==> config.mk <==
export PLATFORM = sky130hd
export DESIGN_NAME = form_field_value_extractor
export DESIGN_NICKNAME = d
export VERILOG_FILES = /design/src/ffve_pkg.sv /design/src/form_field_value_extractor.sv /design/src/ffve_front.sv /design/src/ffve_queue.sv /design/src/ffve_back.sv
export VERILOG_INCLUDE_DIRS = /design/src /design/src/src
export SDC_FILE = /design/constraint.sdc
export NUM_CORES = 1
export LEC_CHECK = 0
export BUFFER_PORTS_ARGS = -buffer_cell sky130_fd_sc_hd__buf_2
export CORE_MARGIN = 10
export CORE_UTILIZATION = 51
export CTS_BUF_LIST = sky130_fd_sc_hd__clkbuf_2 sky130_fd_sc_hd__clkbuf_4 sky130_fd_sc_hd__clkbuf_8
export DETAILED_ROUTE_END_ITERATION = 10
export GPL_TIMING_DRIVEN = 0
export PLACE_DENSITY = 0.79
export SLEW_MARGIN = 20
export SYNTH_ARGS = -nofsm -noshare
export SYNTH_HDL_FRONTEND = slang
export SYNTH_SLANG_ARGS = --single-unit
==> constraint.sdc <==
create_clock -name i_clk -period 9.6 [get_ports i_clk]
set_input_delay 1.92 -clock i_clk [delete_from_list [all_inputs] [get_ports i_clk]]
set_output_delay 1.92 -clock i_clk [all_outputs]
set_load 0.005 [all_outputs]
==> src/form_field_value_extractor_defines.svh <==
// ----------------------------------------------------------------------------
// Form field value extractor: assertion macros
// Shared checking macros for the extractor's modules.
// ----------------------------------------------------------------------------
`ifndef FORM_FIELD_VALUE_EXTRACTOR_DEFINES_SVH
`define FORM_FIELD_VALUE_EXTRACTOR_DEFINES_SVH

// A property that must hold at every clock edge outside reset.
`define FFVE_CHECK(lbl, clk, rst_n, prop, msg) \
    lbl: assert property (@(posedge clk) disable iff (!rst_n) prop) \
        else $error(msg);

// A condition that must be followed by a property on the next clock edge.
`define FFVE_CHECK_NEXT(lbl, clk, rst_n, cond, prop, msg) \
    lbl: assert property (@(posedge clk) disable iff (!rst_n) (cond) |=> (prop)) \
        else $error(msg);

`endif

==> src/ffve_pkg.sv <==
// ----------------------------------------------------------------------------
// Form field value extractor: package
// Types, character codes and hex helpers shared by the extractor's modules.
// ----------------------------------------------------------------------------
package ffve_pkg;

    localparam int KEY_LEN_W    = 5;
    localparam int CFG_DATA_W   = 64;
    localparam int MAX_RESULTS  = 4;
    localparam int QUEUE_DEPTH  = 4;
    localparam int QPTR_W       = $clog2(QUEUE_DEPTH);

    localparam logic [7:0] CH_AMP     = 8'h26;
    localparam logic [7:0] CH_EQ      = 8'h3D;
    localparam logic [7:0] CH_PLUS    = 8'h2B;
    localparam logic [7:0] CH_PCT     = 8'h25;
    localparam logic [7:0] CH_SPACE   = 8'h20;
    localparam logic [7:0] CH_DIGIT0  = 8'h30;
    localparam logic [7:0] CH_DIGIT9  = 8'h39;
    localparam logic [7:0] CH_UPPER_A = 8'h41;
    localparam logic [7:0] CH_UPPER_F = 8'h46;
    localparam logic [7:0] CH_LOWER_A = 8'h61;
    localparam logic [7:0] CH_LOWER_F = 8'h66;

    typedef enum logic [1:0] {
        PH_NAME  = 2'd0,
        PH_VALUE = 2'd1,
        PH_SKIP  = 2'd2
    } t_phase;

    typedef enum logic [1:0] {
        ESC_NONE  = 2'd0,
        ESC_PCT   = 2'd1,
        ESC_DIGIT = 2'd2
    } t_esc;

    typedef enum logic [1:0] {
        KIND_BYTE      = 2'd0,
        KIND_VALUE_END = 2'd1,
        KIND_BODY_END  = 2'd2
    } t_kind;

    typedef enum logic [1:0] {
        CFG_KEY_LOW    = 2'd0,
        CFG_KEY_HIGH   = 2'd1,
        CFG_KEY_LENGTH = 2'd2,
        CFG_FIRST_ONLY = 2'd3
    } t_cfg_idx;

    typedef struct packed {
        t_kind      kind;
        logic [7:0] data;
    } t_result;

    // All results caused by one input beat, in order.
    typedef struct packed {
        logic [1:0]                   last_idx;
        t_result [MAX_RESULTS-1:0]    slots;
    } t_run;

    function automatic logic hex_ok(input logic [7:0] c);
        return c inside {[CH_DIGIT0:CH_DIGIT9], [CH_UPPER_A:CH_UPPER_F],
                         [CH_LOWER_A:CH_LOWER_F]};
    endfunction

    function automatic logic [3:0] hex_val(input logic [7:0] c);
        logic [7:0] d;
        d = 8'd0;
        if (c inside {[CH_DIGIT0:CH_DIGIT9]}) begin
            d = c - CH_DIGIT0;
        end else if (c inside {[CH_UPPER_A:CH_UPPER_F]}) begin
            d = c - CH_UPPER_A + 8'd10;
        end else if (c inside {[CH_LOWER_A:CH_LOWER_F]}) begin
            d = c - CH_LOWER_A + 8'd10;
        end
        return d[3:0];
    endfunction

endpackage

==> src/form_field_value_extractor.sv <==
// ----------------------------------------------------------------------------
// Form field value extractor
// Takes a form-encoded body one byte per beat and returns the decoded value
// bytes of each field named by the configured key (first only in first-only
// mode), each value closed by a value-end beat, the body by a body-end beat.
// ----------------------------------------------------------------------------
// The input takes one body byte per cycle unless the queue is full, and the
// output delivers one result per cycle while not stalled. A byte causes zero
// to four results; the output register sends them one beat each, holding the
// output until all are sent, while a four-run queue lets the input keep going
// through short bursts of escapes and field ends. Sustained throughput is set
// by the output port: one result per cycle while unstalled, and one byte per
// cycle when bytes average at most one result. Configuration registers are
// written by a single-cycle write enable and take effect from the next byte.

module form_field_value_extractor import ffve_pkg::*; #(
    parameter int KEY_BYTES = 16
) (
    input  logic                  i_clk,
    input  logic                  i_rst_n,
    input  logic                  i_cfg_we,
    input  logic [1:0]            i_cfg_index,
    input  logic [CFG_DATA_W-1:0] i_cfg_data,
    input  logic                  i_in_valid,
    output logic                  o_in_stall,
    input  logic [7:0]            i_in_body_byte,
    input  logic                  i_in_body_last,
    output logic                  o_out_valid,
    input  logic                  i_out_stall,
    output logic [1:0]            o_out_result_kind,
    output logic [7:0]            o_out_value_byte,
    output logic                  o_out_run_last
);

    logic push;
    t_run run;
    logic pop;
    t_run head;
    logic avail;
    logic full;

    ffve_front #(
        .KEY_BYTES(KEY_BYTES)
    ) u_front (
        .i_clk       (i_clk),
        .i_rst_n     (i_rst_n),
        .i_cfg_we    (i_cfg_we),
        .i_cfg_index (i_cfg_index),
        .i_cfg_data  (i_cfg_data),
        .i_valid     (i_in_valid),
        .i_body_byte (i_in_body_byte),
        .i_body_last (i_in_body_last),
        .o_stall     (o_in_stall),
        .i_full      (full),
        .o_push      (push),
        .o_run       (run)
    );

    ffve_queue u_queue (
        .i_clk   (i_clk),
        .i_rst_n (i_rst_n),
        .i_push  (push),
        .i_run   (run),
        .i_pop   (pop),
        .o_head  (head),
        .o_avail (avail),
        .o_full  (full)
    );

    ffve_back u_back (
        .i_clk   (i_clk),
        .i_rst_n (i_rst_n),
        .i_head  (head),
        .i_avail (avail),
        .o_pop   (pop),
        .i_stall (i_out_stall),
        .o_valid (o_out_valid),
        .o_kind  (o_out_result_kind),
        .o_byte  (o_out_value_byte),
        .o_last  (o_out_run_last)
    );

endmodule

==> src/ffve_front.sv <==
// ----------------------------------------------------------------------------
// Form field value extractor: front end
// Holds the key registers, matches field names, tracks escapes and turns
// each accepted body byte into a run of results, pushed when not empty.
// ----------------------------------------------------------------------------
`include "form_field_value_extractor_defines.svh"

module ffve_front import ffve_pkg::*; #(
    parameter int KEY_BYTES = 16
) (
    input  logic                  i_clk,
    input  logic                  i_rst_n,
    input  logic                  i_cfg_we,
    input  logic [1:0]            i_cfg_index,
    input  logic [CFG_DATA_W-1:0] i_cfg_data,
    input  logic                  i_valid,
    input  logic [7:0]            i_body_byte,
    input  logic                  i_body_last,
    output logic                  o_stall,
    input  logic                  i_full,
    output logic                  o_push,
    output t_run                  o_run
);

    localparam int NPOS_W = $clog2(KEY_BYTES + 1);
    localparam int KIDX_W = (KEY_BYTES > 1) ? $clog2(KEY_BYTES) : 1;

    logic [7:0]           r_key [KEY_BYTES];
    logic [KEY_LEN_W-1:0] r_key_len;
    logic                 r_first_only;

    t_phase               r_phase, mid_phase;
    logic [NPOS_W-1:0]    r_pos, mid_pos;
    logic                 r_mis, mid_mis;
    t_esc                 r_esc, mid_esc;
    logic [7:0]           r_held, mid_held;
    logic                 r_seen, mid_seen;

    logic [NPOS_W-1:0]    used_len;
    logic                 accept;
    logic                 do_plain;
    logic                 esc_fail;
    logic                 esc_done;
    logic [7:0]           c;

    t_result              cand [8];
    logic [7:0]           cand_en;
    t_result [MAX_RESULTS-1:0] slots;
    logic [2:0]           cnt;
    logic [2:0]           pre_cnt;

    assign c        = i_body_byte;
    assign accept   = i_valid && !i_full;
    assign o_stall  = i_full;
    assign used_len = (r_key_len > KEY_LEN_W'(KEY_BYTES)) ? NPOS_W'(KEY_BYTES)
                                                          : r_key_len[NPOS_W-1:0];

    always_ff @(posedge i_clk) begin
        if (!i_rst_n) begin
            for (int b = 0; b < KEY_BYTES; b++) begin
                r_key[b] <= 8'd0;
            end
            r_key_len    <= '0;
            r_first_only <= 1'b0;
        end else if (i_cfg_we) begin
            case (t_cfg_idx'(i_cfg_index))
                CFG_KEY_LOW: begin
                    for (int b = 0; b < KEY_BYTES; b++) begin
                        if (b < 8) begin
                            r_key[b] <= i_cfg_data[8*(b & 7) +: 8];
                        end
                    end
                end
                CFG_KEY_HIGH: begin
                    for (int b = 0; b < KEY_BYTES; b++) begin
                        if (b >= 8) begin
                            r_key[b] <= i_cfg_data[8*(b & 7) +: 8];
                        end
                    end
                end
                CFG_KEY_LENGTH: r_key_len    <= i_cfg_data[KEY_LEN_W-1:0];
                CFG_FIRST_ONLY: r_first_only <= i_cfg_data[0];
                default: ;
            endcase
        end
    end

    // Next state of the parser for the current byte, before body end.
    always_comb begin
        mid_phase = r_phase;
        mid_pos   = r_pos;
        mid_mis   = r_mis;
        mid_esc   = r_esc;
        mid_held  = r_held;
        mid_seen  = r_seen;
        do_plain  = 1'b0;
        esc_fail  = 1'b0;
        esc_done  = 1'b0;
        case (r_phase)
            PH_VALUE: begin
                case (r_esc)
                    ESC_PCT: begin
                        if (c != CH_AMP && hex_ok(c)) begin
                            mid_held = c;
                            mid_esc  = ESC_DIGIT;
                        end else begin
                            esc_fail = 1'b1;
                            mid_esc  = ESC_NONE;
                            do_plain = 1'b1;
                        end
                    end
                    ESC_DIGIT: begin
                        mid_esc  = ESC_NONE;
                        mid_held = 8'd0;
                        if (hex_ok(c)) begin
                            esc_done = 1'b1;
                        end else begin
                            esc_fail = 1'b1;
                            do_plain = 1'b1;
                        end
                    end
                    default: do_plain = 1'b1;
                endcase
                if (do_plain) begin
                    if (c == CH_AMP) begin
                        mid_phase = PH_NAME;
                        mid_pos   = '0;
                        mid_mis   = 1'b0;
                    end else if (c == CH_PCT) begin
                        mid_esc = ESC_PCT;
                    end
                end
            end
            PH_SKIP: begin
                if (c == CH_AMP) begin
                    mid_phase = PH_NAME;
                    mid_pos   = '0;
                    mid_mis   = 1'b0;
                end
            end
            default: begin
                if (c == CH_AMP) begin
                    mid_pos = '0;
                    mid_mis = 1'b0;
                end else if (c == CH_EQ) begin
                    if (!r_mis && r_pos == used_len && !(r_first_only && r_seen)) begin
                        mid_phase = PH_VALUE;
                        mid_seen  = 1'b1;
                        mid_esc   = ESC_NONE;
                        mid_held  = 8'd0;
                    end else begin
                        mid_phase = PH_SKIP;
                    end
                    mid_pos = '0;
                    mid_mis = 1'b0;
                end else if (!r_mis && r_pos < used_len
                             && c == r_key[r_pos[KIDX_W-1:0]]) begin
                    mid_pos = r_pos + NPOS_W'(1);
                end else begin
                    mid_mis = 1'b1;
                end
            end
        endcase
    end

    // Results of the current byte, packed in order and capped at four.
    always_comb begin
        for (int i = 0; i < 8; i++) begin
            cand[i] = '{kind: KIND_BYTE, data: 8'd0};
        end
        cand_en = 8'd0;

        cand_en[0]   = esc_fail;
        cand[0].data = CH_PCT;
        cand_en[1]   = esc_fail && (r_esc == ESC_DIGIT);
        cand[1].data = r_held;
        cand_en[2]   = esc_done;
        cand[2].data = {hex_val(r_held), hex_val(c)};
        cand_en[3]   = do_plain && (c != CH_PCT);
        if (c == CH_AMP) begin
            cand[3].kind = KIND_VALUE_END;
        end else if (c == CH_PLUS) begin
            cand[3].data = CH_SPACE;
        end else begin
            cand[3].data = c;
        end
        cand_en[4]   = i_body_last && (mid_phase == PH_VALUE) && (mid_esc != ESC_NONE);
        cand[4].data = CH_PCT;
        cand_en[5]   = i_body_last && (mid_phase == PH_VALUE) && (mid_esc == ESC_DIGIT);
        cand[5].data = mid_held;

        pre_cnt = 3'd0;
        for (int i = 0; i < 6; i++) begin
            pre_cnt = pre_cnt + {2'b00, cand_en[i]};
        end
        cand_en[6]   = i_body_last && (mid_phase == PH_VALUE) && (pre_cnt <= 3'd2);
        cand[6].kind = KIND_VALUE_END;
        cand_en[7]   = i_body_last;
        cand[7].kind = KIND_BODY_END;

        slots = '0;
        cnt   = 3'd0;
        for (int i = 0; i < 8; i++) begin
            if (cand_en[i] && cnt < 3'(MAX_RESULTS)) begin
                slots[cnt[1:0]] = cand[i];
                cnt = cnt + 3'd1;
            end
        end
    end

    assign o_push         = accept && (cnt != 3'd0);
    assign o_run.slots    = slots;
    assign o_run.last_idx = 2'(cnt - 3'd1);

    always_ff @(posedge i_clk) begin
        if (!i_rst_n) begin
            r_phase <= PH_NAME;
            r_pos   <= '0;
            r_mis   <= 1'b0;
            r_esc   <= ESC_NONE;
            r_held  <= 8'd0;
            r_seen  <= 1'b0;
        end else if (accept) begin
            if (i_body_last) begin
                r_phase <= PH_NAME;
                r_pos   <= '0;
                r_mis   <= 1'b0;
                r_esc   <= ESC_NONE;
                r_held  <= 8'd0;
                r_seen  <= 1'b0;
            end else begin
                r_phase <= mid_phase;
                r_pos   <= mid_pos;
                r_mis   <= mid_mis;
                r_esc   <= mid_esc;
                r_held  <= mid_held;
                r_seen  <= mid_seen;
            end
        end
    end

    `FFVE_CHECK(a_esc_only_in_value, i_clk, i_rst_n, (r_esc != ESC_NONE) |-> (r_phase == PH_VALUE), "escape pending outside a value")
    `FFVE_CHECK_NEXT(a_body_end_clears, i_clk, i_rst_n, accept && i_body_last, r_phase == PH_NAME && r_esc == ESC_NONE && !r_seen && r_pos == '0, "state not cleared at body end")

endmodule

==> src/ffve_queue.sv <==
// ----------------------------------------------------------------------------
// Form field value extractor: run queue
// A short first-in first-out queue of result runs between front and back.
// ----------------------------------------------------------------------------
`include "form_field_value_extractor_defines.svh"

module ffve_queue import ffve_pkg::*; (
    input  logic i_clk,
    input  logic i_rst_n,
    input  logic i_push,
    input  t_run i_run,
    input  logic i_pop,
    output t_run o_head,
    output logic o_avail,
    output logic o_full
);

    t_run              r_mem [QUEUE_DEPTH];
    logic [QPTR_W-1:0] r_wr;
    logic [QPTR_W-1:0] r_rd;
    logic [QPTR_W:0]   r_count;

    assign o_head  = r_mem[r_rd];
    assign o_avail = (r_count != '0);
    assign o_full  = (r_count == (QPTR_W+1)'(QUEUE_DEPTH));

    always_ff @(posedge i_clk) begin
        if (i_push) begin
            r_mem[r_wr] <= i_run;
        end
    end

    always_ff @(posedge i_clk) begin
        if (!i_rst_n) begin
            r_wr    <= '0;
            r_rd    <= '0;
            r_count <= '0;
        end else begin
            if (i_push) begin
                r_wr <= r_wr + QPTR_W'(1);
            end
            if (i_pop) begin
                r_rd <= r_rd + QPTR_W'(1);
            end
            if (i_push && !i_pop) begin
                r_count <= r_count + (QPTR_W+1)'(1);
            end else if (!i_push && i_pop) begin
                r_count <= r_count - (QPTR_W+1)'(1);
            end
        end
    end

    `FFVE_CHECK(a_no_pop_empty, i_clk, i_rst_n, i_pop |-> o_avail, "pop from an empty queue")
    `FFVE_CHECK(a_no_push_full, i_clk, i_rst_n, i_push |-> !o_full, "push into a full queue")

endmodule

==> src/ffve_back.sv <==
// ----------------------------------------------------------------------------
// Form field value extractor: back end
// Walks the run at the head of the queue and sends its results one beat at
// a time through a registered output stage.
// ----------------------------------------------------------------------------
`include "form_field_value_extractor_defines.svh"

module ffve_back import ffve_pkg::*; (
    input  logic       i_clk,
    input  logic       i_rst_n,
    input  t_run       i_head,
    input  logic       i_avail,
    output logic       o_pop,
    input  logic       i_stall,
    output logic       o_valid,
    output logic [1:0] o_kind,
    output logic [7:0] o_byte,
    output logic       o_last
);

    logic [1:0] r_slot;
    logic       r_valid;
    t_kind      r_kind;
    logic [7:0] r_byte;
    logic       r_last;
    logic       load;
    logic       at_end;

    assign load    = i_avail && (!r_valid || !i_stall);
    assign at_end  = (r_slot == i_head.last_idx);
    assign o_pop   = load && at_end;
    assign o_valid = r_valid;
    assign o_kind  = r_kind;
    assign o_byte  = r_byte;
    assign o_last  = r_last;

    always_ff @(posedge i_clk) begin
        if (load) begin
            r_kind <= i_head.slots[r_slot].kind;
            r_byte <= i_head.slots[r_slot].data;
            r_last <= at_end;
        end
    end

    always_ff @(posedge i_clk) begin
        if (!i_rst_n) begin
            r_valid <= 1'b0;
            r_slot  <= 2'd0;
        end else begin
            if (load) begin
                r_valid <= 1'b1;
                r_slot  <= at_end ? 2'd0 : r_slot + 2'd1;
            end else if (!i_stall) begin
                r_valid <= 1'b0;
            end
        end
    end

    `FFVE_CHECK(a_body_end_closes_run, i_clk, i_rst_n, (r_valid && r_kind == KIND_BODY_END) |-> r_last, "body end beat not last of its run")

endmodule
Word level (Yosys, flattened, before mapping)
Memories as Yosys holds them, arrays and structs flattened. A register that Yosys moved wholly into a read port is not among the register bits. Cells that the tools add are included.

Register bits: 46. RAM bits: 296. Input port bits: 80. Output and inout bits: 13. Logic and storage cells: 329. Memories kept: 2.

Memories: u_queue.r_mem (words 4, width 42, rd ports 1, clocked after Yosys merged registers in 1, wr ports 1, line ffve_queue.sv:18) `t_run r_mem [QUEUE_DEPTH];`; u_front.r_key (words 16, width 8, rd ports 1, clocked after Yosys merged registers in 1, wr ports 16, line ffve_front.sv:28) `logic [7:0] r_key [KEY_BYTES];`.

$add $sub $neg: 29. Order comparisons: 37. Equality and inequality tests: 24. Multiplexer cells: 135. Bitwise gates (word level): 25. Reduce and logical (&&, ||, !) cells: 61.

Operators by type and width (number): 40-bit two-way mux (7); 8-bit two-way mux (23); 40-bit bitwise mux (4); 10-bit demux with 2-bit select (7); 10-bit two-way mux (8); 36-bit bitwise AND (2); 36-bit NOT (2); 1-bit logical AND (38); 5-bit two-way mux (7); 1-bit two-way mux (34); 2-bit two-way mux (17); 8-bit by 6-bit equality test with 1-bit output (second input constant) (4); 8-bit by 7-bit greater-or-equal comparator with 1-bit output (second input constant) (4); 8-bit by 7-bit less-or-equal comparator with 1-bit output (second input constant) (4); 4-bit two-way mux (8); 8-bit case mux with 2 select lines (2); 28-bit bitwise AND (1); 28-bit NOT (1); 3-bit two-way mux (9); 4-bit by 1-bit subtractor with 4-bit output (second input constant) (6); 3-bit by 1-bit adder with 3-bit output (second input constant) (7); 2-bit by 3-bit < comparator with 1-bit output (second input constant) (7); 10-bit binary-select mux with 2-bit select (1); 3-bit < comparator (second input constant) (6); 44 further kinds (102).

Logic depth before layout (Yosys ltp)
Depth after elaboration: 35. Gate-level depth with buffers: 32. Depth with buffers taken out: 32.

Hierarchy
From an unflattened synthesis, not the netlist that was laid out.

Cell total of the unflattened synthesis: 1143. Area, all modules: 16882.4 um^2.

Modules (own cells, without submodules): ffve_front (times used 1, cells each 836, area an instance 9545.4 um^2, seq. area each 4424.2 um^2); ffve_queue (times used 1, cells each 263, area an instance 6560.0 um^2, seq. area each 5225.0 um^2); ffve_back (times used 1, cells each 44, area an instance 777.0 um^2, seq. area each 390.4 um^2).

Worst setup path after synthesis
Ideal clock, no wire load.

Path type: input to register. Start: input port i_in_body_byte[1]. End: memory u_queue.r_mem[0][0] (netlist bit), enable pin. Setup time: 403 ps. Arrival time: 8305 ps. Data required time: 9197 ps. Path slack: 891 ps. Cell stages on the path: 27. Path buffers: 0. Cells stage by stage: inv_1 ha_1 or3b_1 and2_1 a211oi_1 nand2_1 o21ai_0 ha_1 mux2i_1 inv_1 ha_1 nand3_2 nand2_2 inv_1 ha_1 nor4b_1 o21bai_4 ha_1 nand2_1 nor4b_1 nor3_2 inv_1 mux2_2 ha_1 o211a_1 a21oi_1 and2_1.

Longest elaborated chain between the ends: 33. Elaborated cells on any way between the ends: 87. Those cells by class: add/sub: 12; order compare: 14; eq/ne: 7; mux: 33; reduce/logical: 21.

RTL lines: start, declared (line form_field_value_extractor.sv:26) `input logic [7:0] i_in_body_byte,`; 8-bit by 6-bit greater-or-equal comparator with 1-bit output, or another cell as far along (line ffve_pkg.sv:62) `return c inside {[CH_DIGIT0:CH_DIGIT9], [CH_UPPER_A:CH_UPPER_F],`; 1-bit logical AND (line ffve_pkg.sv:62); 3-bit nonzero test (line ffve_pkg.sv:62); 1-bit logical AND (line ffve_front.sv:103) `if (c != CH_AMP && hex_ok(c)) begin`; 1-bit two-way mux (line ffve_front.sv:103); 1-bit case mux with 2 select lines (line ffve_front.sv:101) `case (r_esc)`; 1-bit two-way mux (line ffve_front.sv:99) `case (r_phase)`; 1-bit two-way mux (line ffve_front.sv:204) `if (cand_en[i] && cnt < 3'(MAX_RESULTS)) begin`; [... 18 more ...]; 3-bit < comparator (line ffve_front.sv:204); 1-bit logical AND (line ffve_front.sv:204); 3-bit two-way mux * (line ffve_front.sv:204); 3-bit nonzero test * (line ffve_front.sv:211) `assign o_push = accept && (cnt != 3'd0);`; 1-bit logical AND * (line ffve_front.sv:211); named net push (line form_field_value_extractor.sv:35) `logic push;`; 1-bit two-way mux * (line ffve_queue.sv:28) `if (i_push) begin`; 1-bit two-way mux (implied by the code) * (line ffve_queue.sv:29) `r_mem[r_wr] <= i_run;`; end, declared (line ffve_queue.sv:18).

Mark *: on every way through the listed nets, which the timed path passes. The rest lies on a longest branch. The select of a mux whose other input is x is not followed.

Worst setup path after layout
Start: input port i_in_body_byte[1]. End: register u_queue.r_count[2].

Longest elaborated chain between the ends: 34. Elaborated cells on any way between the ends: 90. Those cells by class: add/sub: 12; order compare: 14; eq/ne: 7; mux: 32; reduce/logical: 25.

RTL lines: 8-bit by 6-bit greater-or-equal comparator with 1-bit output, or another cell as far along (line ffve_pkg.sv:62); 1-bit logical AND (line ffve_pkg.sv:62); 3-bit nonzero test (line ffve_pkg.sv:62); 1-bit logical AND (line ffve_front.sv:103); 1-bit two-way mux (line ffve_front.sv:103); 1-bit case mux with 2 select lines (line ffve_front.sv:101); 1-bit two-way mux (line ffve_front.sv:99); 1-bit two-way mux (line ffve_front.sv:204); [... 19 more ...]; 1-bit logical AND (line ffve_front.sv:204); 3-bit two-way mux * (line ffve_front.sv:204); 3-bit nonzero test * (line ffve_front.sv:211); 1-bit logical AND * (line ffve_front.sv:211); named net push (line form_field_value_extractor.sv:35); 1-bit zero test (line ffve_queue.sv:47) `end else if (!i_push && i_pop) begin`; 1-bit logical AND (line ffve_queue.sv:47); 2-bit nonzero test (no source line); end signal, assigned (line ffve_queue.sv:46) `r_count <= r_count + (QPTR_W+1)'(1);`; end signal, assigned (line ffve_queue.sv:48) `r_count <= r_count - (QPTR_W+1)'(1);`; end, declared (line ffve_queue.sv:21) `logic [QPTR_W:0] r_count;`.

Marks and branches as above. A chain may end at the register's enable or synchronous reset.

==> results.yml <==
cts:
  postCtsSetupBuffers: 0
  clock-sinks: 348
  htreeDepth: 2
  path_clk_slew_ns: 0.06
  cts_buffers: 54
  ctsHoldBuffers: 0
  clock_path_buffers: 3
  root_buffer: "clkbuf_8"
  clk_latency_ns: 0.61
  cts_tree: "built"
synthesis:
  synth_top_area_share_pct: 55.3
  ys.flop_type: "edfxtp_1"
  ys_seq_area_share_pct: 60.2
  yosys.area.top_type: "edfxtp_1"
  synth_edf_count: 307
  syn-num-nets: 1260
  syn_area_per_cell_um2: 14.7
  ys_warn_count: 0
  yosys.cell_types.count: 82
  ys_ff_latch: 348
  synthCells: 1131
  async_flop_share_pct: 0
  syn-cell-area_um2: 16700
  synthTopCellsByArea: "edfxtp_1 (55%), mux4_2 (12%), and2_1 (5.0%)"
drt:
  routed_wl_mm: 38.8
  ant_nets: 0
  drtIter0Drc: 858
  post_drt_wl_per_cell_um: 21.9
  route.vias.total: 10400
  drc: 0
  drt-vias-per-instance: 5.85
  drtPass1Iterations: 6
floorplanning:
  die_x_um: 201
  start_util_pct: 51.5
  die-area_um2: 40300
  core_region_area_um2: 32400
  die_y_um: 201
  ios: 93
  row_count: 66
finish:
  final_cell_mix: "edfxtp_1 (307), and2_1 (129), buf_2 (100)"
  final_util_pct: 58.6
  drive_gt1_share_pct: 24.3
  synthToLayoutAreaGrowth_pct: 13.7
  nFillCells: 2528
  nets: 1413
  final_common_cell: "edfxtp_1"
global_route:
  grt_pass1_wl_mm: 60.8
  grt_pass1_vias: 11000
  antenna_found_initial: 4
  grt-ovfl-total: 0
  grt_max_degree: 45
  track_usage_pct: 18.9
setup_path:
  critical-path-slowest-cell: "nor4b_1"
  cp.arrival_ns: 9.58
  r2r_cells: 27
  crit_top_cell: "ha_1"
  critPathKind: "in2reg"
  critPathLaunchType: "input port"
  crit_fanout: 10
  endpoint_kind: "flip-flop"
  worstPathRequired_ns: 10.11
  slowest_delay_ns: 0.48
sta:
  relSlewSlack_pct: 24.7
  hold_viol: 0
  finClkSkew_ns: 0.0312
  setup_tns_ns: 0
  period_share_pct: 94.5
  period_needed_ns: 9.07
  fmax_ghz: 0.110
  finalSetupViolations: 0
  slew_violations: 0
  tightestPinTransition_ns: 1.13
  grt_setup_unrepaired: "no"
pwr:
  p_total_mw: 3.67
  ir_drop_uv: 112
  p_per_area_nw_per_um2: 193
  leakagePower_nw: 6.75
worst_hold_path:
  hold_path_class: "reg2reg"
  worstHoldPathCells: 2
place:
  routabilityCongestion: 0.937
  hpwl_mm: 28.4
  port_buffers: 90
run:
  drv_cap: 0
status:
  status: "complete, no violations"
metal layers:
layer,vias to the layer above,part of all wire (%),global-route usage [%]
met3,75,7.0,4.16
met5,-,0.064,0
met1,5166,40,23.1
li1,4671,-,-
met4,4,2.2,5.60
met2,446,50,33.0
state kept, by name, summed over array words and instances (netlist names), named ones only:
signal,cells
u_front.r_seen,1
u_front.r_first_only,1
u_queue.r_rd,2
u_back.o_last,1
u_queue.r_count,3
u_front.r_mis,1
u_back.o_byte,8
u_queue.r_wr,2
u_back.o_kind,2
u_front.r_phase,2
u_back.r_slot,2
u_front.r_pos,5
u_back.o_valid,1
u_front.r_key_len,5
u_front.r_held,8
u_front.r_esc,2
u_front.r_key,128
u_queue.r_mem,168
where the power goes:
part	leakage, nW	total [mW]	switching [mW]	internal [mW]
Sequential	3.39	1.82	0.0399	1.78
Combinational	2.78	0.571	0.296	0.276
Clock	0.583	1.28	0.572	0.708
worst max-delay path: cells and delay by family:
family                     cells  cell delay [ns]
adders and majority gates      8             2.18
xor gates and xnor gates       1             0.18
buffers and inverters          6             0.72
AOI/OAI and AO/OA              6             1.64
and+or+nand+nor               10             2.28
muxes                          2             0.63
final timing paths:
kind	from	endpoint	slack, ns
setup / recovery	i_in_body_byte[1]	u_queue.r_count[2]	0.53
hold / removal	u_back.o_valid	u_back.o_valid	0.49
setup reg to reg	u_front.r_key_len[4]	u_queue.r_count[2]	1.72
hold reg to reg	u_back.o_valid	u_back.o_valid	0.49
cell usage after synthesis, types with 4 or more instances:
master	number
nor2_1	45
nor2b_1	34
mux2i_1	13
a211oi_1	12
a31oi_1	4
o31ai_1	6
nor4b_1	5
a21oi_1	14
mux4_2	91
ha_1	45
a2bb2oi_1	5
o21ai_0	25
buf_2	10
and3_1	20
nand2_1	48
o21a_1	6
o21ai_1	4
and2_1	133
dfxtp_1	41
nand4_1	5
fa_1	4
a32oi_1	14
clkbuf_1	44
nand3_1	17
nand2b_1	7
nor3_1	9
edfxtp_1	307
buf_1	6
a22oi_1	13
inv_1	38
xor2_1	4
xnor2_1	15
a22o_1	10
layout make-up:
cell class	instances	area, µm²	area share (%)
clock inverter	26	226	1.19
inverter	41	154	0.812
tap	442	553	2.92
timing repair buffer	97	582	3.07
clock buffer	72	885	4.67
sequential	348	10000	52.9
multi-input combinational	681	6260	33.0
antenna	2	5.00	0.0264
buffer	61	251	1.33
cells by family after synthesis:
logic type                 Yosys count  synth area share [%]
buffers and inverters              102                  2.42
xor gates and xnor gates            22                  1.36
adders and majority gates           49                  3.86
AOI/OAI and AO/OA                  157                  7.13
DFF                                348                  60.2
and+or+nand+nor                    348                  11.9
muxes                              105                  13.1
repair_timing:
action	4_1_cts	5_1_grt
setup endpoints to repair	0	102
endpoints found under the hold margin	0	0
resized for setup	0	2
metrics by stage:
step	hold WS (ns)	setup slack, ns	cells	area (µm²)
after detailed placement	0.487	-0.378	1670	17800
after floorplan	0.458	0.891	1131	16700
after global placement	0.465	-0.900	1663	17700
after CTS	0.498	0.218	1768	18900
after global routing	0.528	0.0165	1768	19000
final	0.492	0.533	1770	19000
No activity file was read; power rests on OpenSTA's default activity.
